==> src/sm3_pkg.sv <==
// sm3 shared types and constants
// block layout, queue item, initial value and round constants; no dependencies
package sm3_pkg;

    typedef logic [31:0] word_t;
    typedef logic [15:0][31:0] block_t;
    typedef logic [60:0] byte_count_t;

    typedef struct packed {
        logic   is_last;
        block_t words;
    } blk_item_t;

    typedef struct packed {
        logic      valid;
        blk_item_t item;
    } blk_push_t;

    typedef struct packed {
        logic full;
        logic empty;
    } queue_status_t;

    localparam word_t IV_WORDS [8] = '{
        32'h7380166F, 32'h4914B2B9, 32'h172442D7, 32'hDA8A0600,
        32'hA96F30BC, 32'h163138AA, 32'hE38DEE4D, 32'hB0FB0E4E
    };

    localparam word_t T_LOW        = 32'h79CC4519;
    localparam word_t T_HIGH       = 32'h7A879D8A;
    localparam word_t T_HIGH_ROT16 = {T_HIGH[15:0], T_HIGH[31:16]};
    localparam logic [7:0] PAD_BYTE = 8'h80;
    localparam logic [5:0] LAST_POS = 6'd63;
    localparam logic [5:0] LEN_POS  = 6'd56;

endpackage

==> src/sm3_front.sv <==
// sm3 front end: takes bytes, packs big-endian blocks, appends padding and length
// depends on sm3_pkg; pushes finished blocks into the block queue
module sm3_front
    import sm3_pkg::*;
(
    input  logic          aclk,
    input  logic          aresetn,
    input  logic          s_tvalid,
    output logic          s_tready,
    input  logic [7:0]    s_tdata,
    input  logic          s_tuser,
    input  logic          s_tlast,
    input  queue_status_t q_status,
    output blk_push_t     push
);

    typedef enum logic [1:0] {
        ST_FILL,
        ST_PAD,
        ST_PAD2
    } front_state_t;

    front_state_t state_reg;
    byte_count_t  cnt_reg;
    block_t       blk_reg;

    logic         accept;
    logic [5:0]   pos;
    logic [1:0]   lane;
    logic [63:0]  bit_len;
    block_t       blk_ins;
    block_t       padded;
    block_t       padded_len;
    block_t       zero_len;

    always_comb begin
        accept  = s_tvalid && s_tready;
        pos     = cnt_reg[5:0];
        lane    = ~pos[1:0];
        bit_len = {cnt_reg, 3'b000};

        blk_ins = blk_reg;
        if (s_tuser) begin
            blk_ins[pos[5:2]][{lane, 3'b000} +: 8] = s_tdata;
        end

        padded = blk_reg;
        for (int k = 0; k < 64; k++) begin
            if (6'(k) == pos) begin
                padded[k / 4][(3 - (k % 4)) * 8 +: 8] = PAD_BYTE;
            end else if (6'(k) > pos) begin
                padded[k / 4][(3 - (k % 4)) * 8 +: 8] = 8'h00;
            end
        end

        padded_len     = padded;
        padded_len[14] = bit_len[63:32];
        padded_len[15] = bit_len[31:0];

        zero_len     = '0;
        zero_len[14] = bit_len[63:32];
        zero_len[15] = bit_len[31:0];
    end

    assign s_tready = (state_reg == ST_FILL) && !q_status.full;

    always_comb begin
        push = '0;
        unique case (state_reg)
            ST_FILL: begin
                push.valid      = accept && s_tuser && (pos == LAST_POS);
                push.item.words = blk_ins;
            end
            ST_PAD: begin
                push.valid = !q_status.full;
                if (pos < LEN_POS) begin
                    push.item.is_last = 1'b1;
                    push.item.words   = padded_len;
                end else begin
                    push.item.words = padded;
                end
            end
            ST_PAD2: begin
                push.valid        = !q_status.full;
                push.item.is_last = 1'b1;
                push.item.words   = zero_len;
            end
            default: begin
                push = '0;
            end
        endcase
    end

    always_ff @(posedge aclk) begin
        if (!aresetn) begin
            state_reg <= ST_FILL;
            cnt_reg   <= '0;
        end else begin
            unique case (state_reg)
                ST_FILL: begin
                    if (accept) begin
                        if (s_tuser) begin
                            cnt_reg <= cnt_reg + 61'd1;
                        end
                        if (s_tlast) begin
                            state_reg <= ST_PAD;
                        end
                    end
                end
                ST_PAD: begin
                    if (!q_status.full) begin
                        if (pos < LEN_POS) begin
                            cnt_reg   <= '0;
                            state_reg <= ST_FILL;
                        end else begin
                            state_reg <= ST_PAD2;
                        end
                    end
                end
                ST_PAD2: begin
                    if (!q_status.full) begin
                        cnt_reg   <= '0;
                        state_reg <= ST_FILL;
                    end
                end
                default: begin
                    state_reg <= ST_FILL;
                end
            endcase
        end
    end

    always_ff @(posedge aclk) begin
        if (state_reg == ST_FILL && accept) begin
            blk_reg <= blk_ins;
        end
    end

endmodule

==> src/sm3_queue.sv <==
// sm3 block queue between front end and compression core
// depends on sm3_pkg; register-based fifo of whole blocks
module sm3_queue
    import sm3_pkg::*;
#(
    parameter int DEPTH = 2
) (
    input  logic          aclk,
    input  logic          aresetn,
    input  blk_push_t     push,
    input  logic          pop,
    output blk_item_t     head,
    output queue_status_t status
);

    localparam int PTR_W = $clog2(DEPTH);
    localparam int CNT_W = $clog2(DEPTH + 1);

    blk_item_t        mem_reg [DEPTH];
    logic [PTR_W-1:0] wr_ptr_reg;
    logic [PTR_W-1:0] rd_ptr_reg;
    logic [CNT_W-1:0] count_reg;

    logic do_push;
    logic do_pop;

    assign status.full  = (count_reg == CNT_W'(DEPTH));
    assign status.empty = (count_reg == '0);
    assign do_push      = push.valid && !status.full;
    assign do_pop       = pop && !status.empty;
    assign head         = mem_reg[rd_ptr_reg];

    always_ff @(posedge aclk) begin
        if (!aresetn) begin
            wr_ptr_reg <= '0;
            rd_ptr_reg <= '0;
            count_reg  <= '0;
        end else begin
            if (do_push) begin
                wr_ptr_reg <= (wr_ptr_reg == PTR_W'(DEPTH - 1)) ? '0 : wr_ptr_reg + 1'b1;
            end
            if (do_pop) begin
                rd_ptr_reg <= (rd_ptr_reg == PTR_W'(DEPTH - 1)) ? '0 : rd_ptr_reg + 1'b1;
            end
            if (do_push && !do_pop) begin
                count_reg <= count_reg + 1'b1;
            end else if (do_pop && !do_push) begin
                count_reg <= count_reg - 1'b1;
            end
        end
    end

    always_ff @(posedge aclk) begin
        if (do_push) begin
            mem_reg[wr_ptr_reg] <= push.item;
        end
    end

endmodule

==> src/sm3_core.sv <==
// sm3 compression core: message expansion window and one round per cycle
// depends on sm3_pkg; holds the chaining value and the digest output register
module sm3_core
    import sm3_pkg::*;
(
    input  logic          aclk,
    input  logic          aresetn,
    input  blk_item_t     head,
    input  queue_status_t q_status,
    output logic          pop,
    output logic          m_tvalid,
    input  logic          m_tready,
    output logic [255:0]  m_tdata
);

    typedef enum logic {
        ST_IDLE,
        ST_RUN
    } core_state_t;

    function automatic word_t rotl(input word_t x, input int n);
        rotl = (x << n) | (x >> (32 - n));
    endfunction

    function automatic word_t perm0(input word_t x);
        perm0 = x ^ rotl(x, 9) ^ rotl(x, 17);
    endfunction

    function automatic word_t perm1(input word_t x);
        perm1 = x ^ rotl(x, 15) ^ rotl(x, 23);
    endfunction

    core_state_t  state_reg;
    logic [5:0]   round_reg;
    logic         last_reg;
    word_t        tj_reg;
    word_t        cv_reg [8];
    word_t        r_reg  [8];
    word_t        w_reg  [16];
    logic         out_valid_reg;
    logic [255:0] out_data_reg;

    logic  early;
    word_t a12, ss1, ss2, ff, gg, tt1, tt2, new_w;
    word_t r_next  [8];
    word_t cv_next [8];

    assign pop      = (state_reg == ST_IDLE) && !q_status.empty
                      && (!head.is_last || !out_valid_reg);
    assign m_tvalid = out_valid_reg;
    assign m_tdata  = out_data_reg;

    always_comb begin
        early = (round_reg[5:4] == 2'b00);
        a12   = rotl(r_reg[0], 12);
        ss1   = rotl(a12 + r_reg[4] + tj_reg, 7);
        ss2   = ss1 ^ a12;
        if (early) begin
            ff = r_reg[0] ^ r_reg[1] ^ r_reg[2];
            gg = r_reg[4] ^ r_reg[5] ^ r_reg[6];
        end else begin
            ff = (r_reg[0] & r_reg[1]) | (r_reg[0] & r_reg[2]) | (r_reg[1] & r_reg[2]);
            gg = (r_reg[4] & r_reg[5]) | (~r_reg[4] & r_reg[6]);
        end
        tt1 = ff + r_reg[3] + ss2 + (w_reg[0] ^ w_reg[4]);
        tt2 = gg + r_reg[7] + ss1 + w_reg[0];

        r_next[0] = tt1;
        r_next[1] = r_reg[0];
        r_next[2] = rotl(r_reg[1], 9);
        r_next[3] = r_reg[2];
        r_next[4] = perm0(tt2);
        r_next[5] = r_reg[4];
        r_next[6] = rotl(r_reg[5], 19);
        r_next[7] = r_reg[6];

        new_w = perm1(w_reg[0] ^ w_reg[7] ^ rotl(w_reg[13], 15))
                ^ rotl(w_reg[3], 7) ^ w_reg[10];

        for (int i = 0; i < 8; i++) begin
            cv_next[i] = cv_reg[i] ^ r_next[i];
        end
    end

    always_ff @(posedge aclk) begin
        if (!aresetn) begin
            state_reg     <= ST_IDLE;
            round_reg     <= '0;
            out_valid_reg <= 1'b0;
            cv_reg        <= IV_WORDS;
        end else begin
            if (out_valid_reg && m_tready) begin
                out_valid_reg <= 1'b0;
            end
            unique case (state_reg)
                ST_IDLE: begin
                    if (pop) begin
                        round_reg <= '0;
                        state_reg <= ST_RUN;
                    end
                end
                ST_RUN: begin
                    round_reg <= round_reg + 6'd1;
                    if (round_reg == LAST_POS) begin
                        state_reg <= ST_IDLE;
                        if (last_reg) begin
                            out_valid_reg <= 1'b1;
                            cv_reg        <= IV_WORDS;
                        end else begin
                            cv_reg <= cv_next;
                        end
                    end
                end
                default: begin
                    state_reg <= ST_IDLE;
                end
            endcase
        end
    end

    always_ff @(posedge aclk) begin
        if (state_reg == ST_IDLE && pop) begin
            last_reg <= head.is_last;
            tj_reg   <= T_LOW;
            r_reg    <= cv_reg;
            for (int i = 0; i < 16; i++) begin
                w_reg[i] <= head.words[i];
            end
        end else if (state_reg == ST_RUN) begin
            tj_reg <= (round_reg == 6'd15) ? T_HIGH_ROT16 : rotl(tj_reg, 1);
            r_reg  <= r_next;
            for (int i = 0; i < 15; i++) begin
                w_reg[i] <= w_reg[i + 1];
            end
            w_reg[15] <= new_w;
            if (round_reg == LAST_POS && last_reg) begin
                for (int i = 0; i < 4; i++) begin
                    out_data_reg[64 * i +: 64] <= {cv_next[2 * i], cv_next[2 * i + 1]};
                end
            end
        end
    end

endmodule

==> src/sm3_hash_engine.sv <==
// sm3 hash engine top level: front end, block queue and compression core
// depends on sm3_pkg, sm3_front, sm3_queue and sm3_core
//
//  channel | dir | tdata                                  | tuser      | tlast
//  s_      | in  | [7:0] data_byte                        | byte_valid | last
//  m_      | out | [63:0] word0 .. [255:192] digest_word3 | -          | -
//
// bytes enter at one per cycle while the queue has room and the front end is in ST_FILL;
// a last item adds the ST_PAD state, and ST_PAD2 when the length does not fit
// the core loads a block and then runs 64 rounds on it, one round per cycle
// the digest is registered after the rounds on the final block; when the length does not
// fit, padding makes that final block a second one after the last data block
// synchronous active-low reset; the chaining value returns to the initial value
// a stalled result holds in the output register; a final block waits until it is free
module sm3_hash_engine
    import sm3_pkg::*;
#(
    parameter int QUEUE_DEPTH = 2
) (
    input  logic         aclk,
    input  logic         aresetn,
    input  logic         s_tvalid,
    output logic         s_tready,
    input  logic [7:0]   s_tdata,   // data_byte
    input  logic         s_tuser,   // byte_valid
    input  logic         s_tlast,
    output logic         m_tvalid,
    input  logic         m_tready,
    output logic [255:0] m_tdata    // digest_word0, digest_word1, digest_word2, digest_word3
);

    blk_push_t     push;
    blk_item_t     head;
    queue_status_t q_status;
    logic          pop;

    sm3_front u_front (
        .aclk     (aclk),
        .aresetn  (aresetn),
        .s_tvalid (s_tvalid),
        .s_tready (s_tready),
        .s_tdata  (s_tdata),
        .s_tuser  (s_tuser),
        .s_tlast  (s_tlast),
        .q_status (q_status),
        .push     (push)
    );

    sm3_queue #(
        .DEPTH (QUEUE_DEPTH)
    ) u_queue (
        .aclk    (aclk),
        .aresetn (aresetn),
        .push    (push),
        .pop     (pop),
        .head    (head),
        .status  (q_status)
    );

    sm3_core u_core (
        .aclk     (aclk),
        .aresetn  (aresetn),
        .head     (head),
        .q_status (q_status),
        .pop      (pop),
        .m_tvalid (m_tvalid),
        .m_tready (m_tready),
        .m_tdata  (m_tdata)
    );

    a_push_has_room: assert property (@(posedge aclk) disable iff (!aresetn)
        push.valid |-> !q_status.full)
        else $error("block pushed into a full queue");

    a_pop_not_empty: assert property (@(posedge aclk) disable iff (!aresetn)
        pop |-> !q_status.empty)
        else $error("block popped from an empty queue");

    a_final_slot_free: assert property (@(posedge aclk) disable iff (!aresetn)
        (pop && head.is_last) |-> !m_tvalid)
        else $error("final block started while a digest is still pending");

    a_status_sane: assert property (@(posedge aclk) disable iff (!aresetn)
        !(q_status.full && q_status.empty))
        else $error("queue reports full and empty at once");

endmodule
==> config.mk <==
export PLATFORM = sky130hd
export DESIGN_NAME = sm3_hash_engine
export DESIGN_NICKNAME = d
export VERILOG_FILES = /design/src/sm3_pkg.sv /design/src/sm3_front.sv /design/src/sm3_queue.sv /design/src/sm3_core.sv /design/src/sm3_hash_engine.sv
export SDC_FILE = /design/constraint.sdc
export NUM_CORES = 2
export LEC_CHECK = 0
export ABC_AREA = 1
export BUFFER_PORTS_ARGS = -buffer_cell sky130_fd_sc_hd__buf_4
export CAP_MARGIN = 20
export CORE_ASPECT_RATIO = 1.5
export CORE_MARGIN = 2
export CORE_UTILIZATION = 40
export CTS_CLUSTER_SIZE = 10
export DETAILED_ROUTE_END_ITERATION = 16
export MAX_ROUTING_LAYER = met4
export SLEW_MARGIN = 10
export SYNTH_ARGS = -nofsm -noshare
export SYNTH_HDL_FRONTEND = slang
export SYNTH_HIERARCHICAL = 1
export SYNTH_SLANG_ARGS = --single-unit
==> constraint.sdc <==
create_clock -name aclk -period 63.6 [get_ports aclk]
set_clock_uncertainty 0.2 [all_clocks]
set_input_delay 3.18 -clock aclk [delete_from_list [all_inputs] [get_ports aclk]]
set_output_delay 3.18 -clock aclk [all_outputs]
set_load 0.02 [all_outputs]
==> results.ini <==
[final_layout]
largest_register_ffs=1026
fin_area_um2=156000
drive_gt1_frac=0.108
multiInputGateArea_um2=46800
seq_area_um2=84300
final.fill_count=32400
layout.nets=13900
area_delta_synth_final_pct=11.7

[global_routing]
antenna_found_initial=12
grt_pass1_vias=93800
grt_remaining_overflow=0
grt_first_pass_wirelength_um=672000
grt_usage=0.271
grt_start_max_net_pins=167

[placed_design]
gp_congestion=0.978
place_area_um2=146000
portBuffers=271
dp_hpwl_um=330000

[synthesis]
yosys.area.top_type=edfxtp_1
synth_top_area_frac=0.553
ys_warn_count=6
synth.area.top_cells=edfxtp_1, nand2_1, dfxtp_1
synth_nets=13600
synth_seq_area_share=0.605
synthArstFlopShare=0
ys.flop_type=edfxtp_1
synth_edf_count=2563
netlist_area_um2=139000
synthDistinctLibCells=72
ys_seq_elements=2927
avgSynthCellArea_um2=10.4
synth_cells=13300

[worst_setup_path]
cp.arrival_ps=8740
reg2reg_from=u_core/r_next[213]
reg2reg_depth=36
worstReg2RegEnd=u_core/r_next[70]
crit_buf_inv=6
cpMostUsedCell=buf_4
critPathLaunchType=input port
path_cells=buf_4 > nand2_1 > inv_8 > nand3_1 > a21oi_1 > o21ai_0 > nor2_4 > buf_4 > buf_4 > buf_4 > buf_4
required_ps=63930
r2r_slack_ps=55430
critPathTopFamily=buffers and inverters
path_depth=11
critical_path.max_fanout=90
crit_slowest_cell=buf_4
cp-end-kind=flip-flop
critical_path_class=input port to flip-flop
max_stage_delay_ps=880
endpoint=u_queue/mem_reg[1][424]
cp-startpoint=s_tvalid

[floorplan]
core_area_um2=347000
fp.dieW_um=486
die_h_um=726
io_pins=272
placement_rows=265
dieArea_um2=353000
start_util=0.401

[cts]
cts_tree=built
clkSinkCount=2927
cts.clk_slew.worst_paths_ps=60
clk-insertion-delay-late_ps=940
clockRootBuffer=clkbuf_16
max-clock-path-buffers=4
ctsHoldBuffers=0
postCtsSetupRepairBufs=0
cts_buffers=339
cts-htree-levels=5
ctsResizeCount=0

[drt]
drt-pass1-iter-count=8
wl_met3_um=28700
met1Wirelength_um=171000
dr_wl_met2_um=239000
routed.top_layer=met4
routed_via_density=5.35
drt-initial-drc-count=9294
vias=97700
drc=0
finalWirelength_um=476000
ant_nets=0
routedWlPerCell_um=26.1

[timing]
slew-limit-headroom=0.122
worst_pin_slew_ps=1310
rsz0062_at_grt=false
slew_violations=0
fin_crit_sh=0.132
hold_viol=0
tns_ps=0
max_freq_ghz=0.119
min_period_ps=8400
setup_viol=0

[run_status]
status=finished clean

[hold_path]
hold_class=flip-flop to flip-flop
holdCritStartpoint=u_core/cv_reg[240]

[flow_run]
drv_cap=0

==> Yosys cell counts, types with 71 or more instances <==
| cell | count |
|---|---|
| o21ai_1 | 98 |
| o32ai_1 | 90 |
| edfxtp_1 | 2563 |
| a21oi_1 | 340 |
| fa_1 | 188 |
| o22ai_1 | 291 |
| nand3_1 | 433 |
| clkbuf_1 | 376 |
| nand2_1 | 4143 |
| ha_1 | 105 |
| mux2_2 | 513 |
| nor2_1 | 363 |
| buf_2 | 71 |
| inv_1 | 1526 |
| xor2_1 | 489 |
| o21ai_0 | 787 |
| dfxtp_1 | 364 |
| xnor2_1 | 91 |
==> cells in the final DEF (no fill, tap or decap), types with 25 or more instances in the layout <==
cell type     n
fa_1        188
nand4_1      51
o22ai_1     291
nor2_2       31
a21oi_1     339
o221ai_1     25
and2_1       27
buf_4       404
o32ai_1      90
xnor2_1      91
edfxtp_1   2563
o21ai_1      98
nand2_1    4141
o21ai_0     786
a31oi_1      31
inv_1      1522
nor2_4       32
nand3_1     433
ha_1        103
dfxtp_1     362
clkbuf_1    128
xor2_1      480
mux2_2      513
nor2_1      336
clkbuf_16   350
nor3_1       34
==> logic make-up (layout without fill, tap and decap cells) <==
| group | Yosys count | after routing | share of synthesized area |
|---|---|---|---|
| AND/OR/NAND/NOR | 5157 | 5157 | 0.148 |
| flip-flops | 2927 | 2927 | 0.605 |
| buffers and inverters | 2094 | 2475 | 0.0602 |
| AO/OA/AOI/OAI | 1751 | 1751 | 0.0709 |
| XOR/XNOR | 587 | 587 | 0.0374 |
| multiplexers | 520 | 520 | 0.0420 |
| adder cells (fa/ha/maj) | 293 | 293 | 0.0365 |
| other | 0 | 6 | 0 |
==> worst min-delay path by stage <==
stage,end,slack [ps],depth (start not counted)
floorplan,u_core/cv_reg[240],250,2
global placement,u_core/cv_reg[240],260,2
detailed placement,u_core/cv_reg[240],260,2
CTS,u_core/cv_reg[240],270,2
global route,u_core/w_reg[0][47],300,2
finish,u_core/cv_reg[240],280,2
==> stage by stage <==
step	worst slack, ps	cells	util	hold slack, ps
final	55200	18300	0.448	275
after global routing	54950	18300	0.448	297
after CTS	55220	18200	0.448	269
after detailed placement	54230	17700	0.421	260
after global placement	54260	17700	0.421	256
after floorplan	26720	13300	-	245
==> per-layer routing <==
layer / up-vias / GRT usage
li1: 45000 / -
met1: 47700 / 0.301
met2: 3953 / 0.462
met3: 1033 / 0.0303
met4: 0 / 0.176
met5: - / -
==> layout make-up <==
type,instances,area share
antenna,6,0.0000966
multi-input combinational,8308,0.301
clock inverter,20,0.00167
sequential,2927,0.542
tap,4539,0.0365
inverter,1557,0.0379
clock buffer,480,0.0596
timing repair buffer,418,0.0213
==> worst reg2reg max path: cells and delay by family, from the launching register on <==
family	cells	cell delay [ps]
xor+xnor	1	590
buf+inv	6	680
compound gates	4	1200
flops	1	530
simple gates	18	2180
fa+ha+maj	7	2380
Power is left out: the tool's default activity adds up to more than one toggle a clock period on the data nets, which glitch-free logic cannot reach.
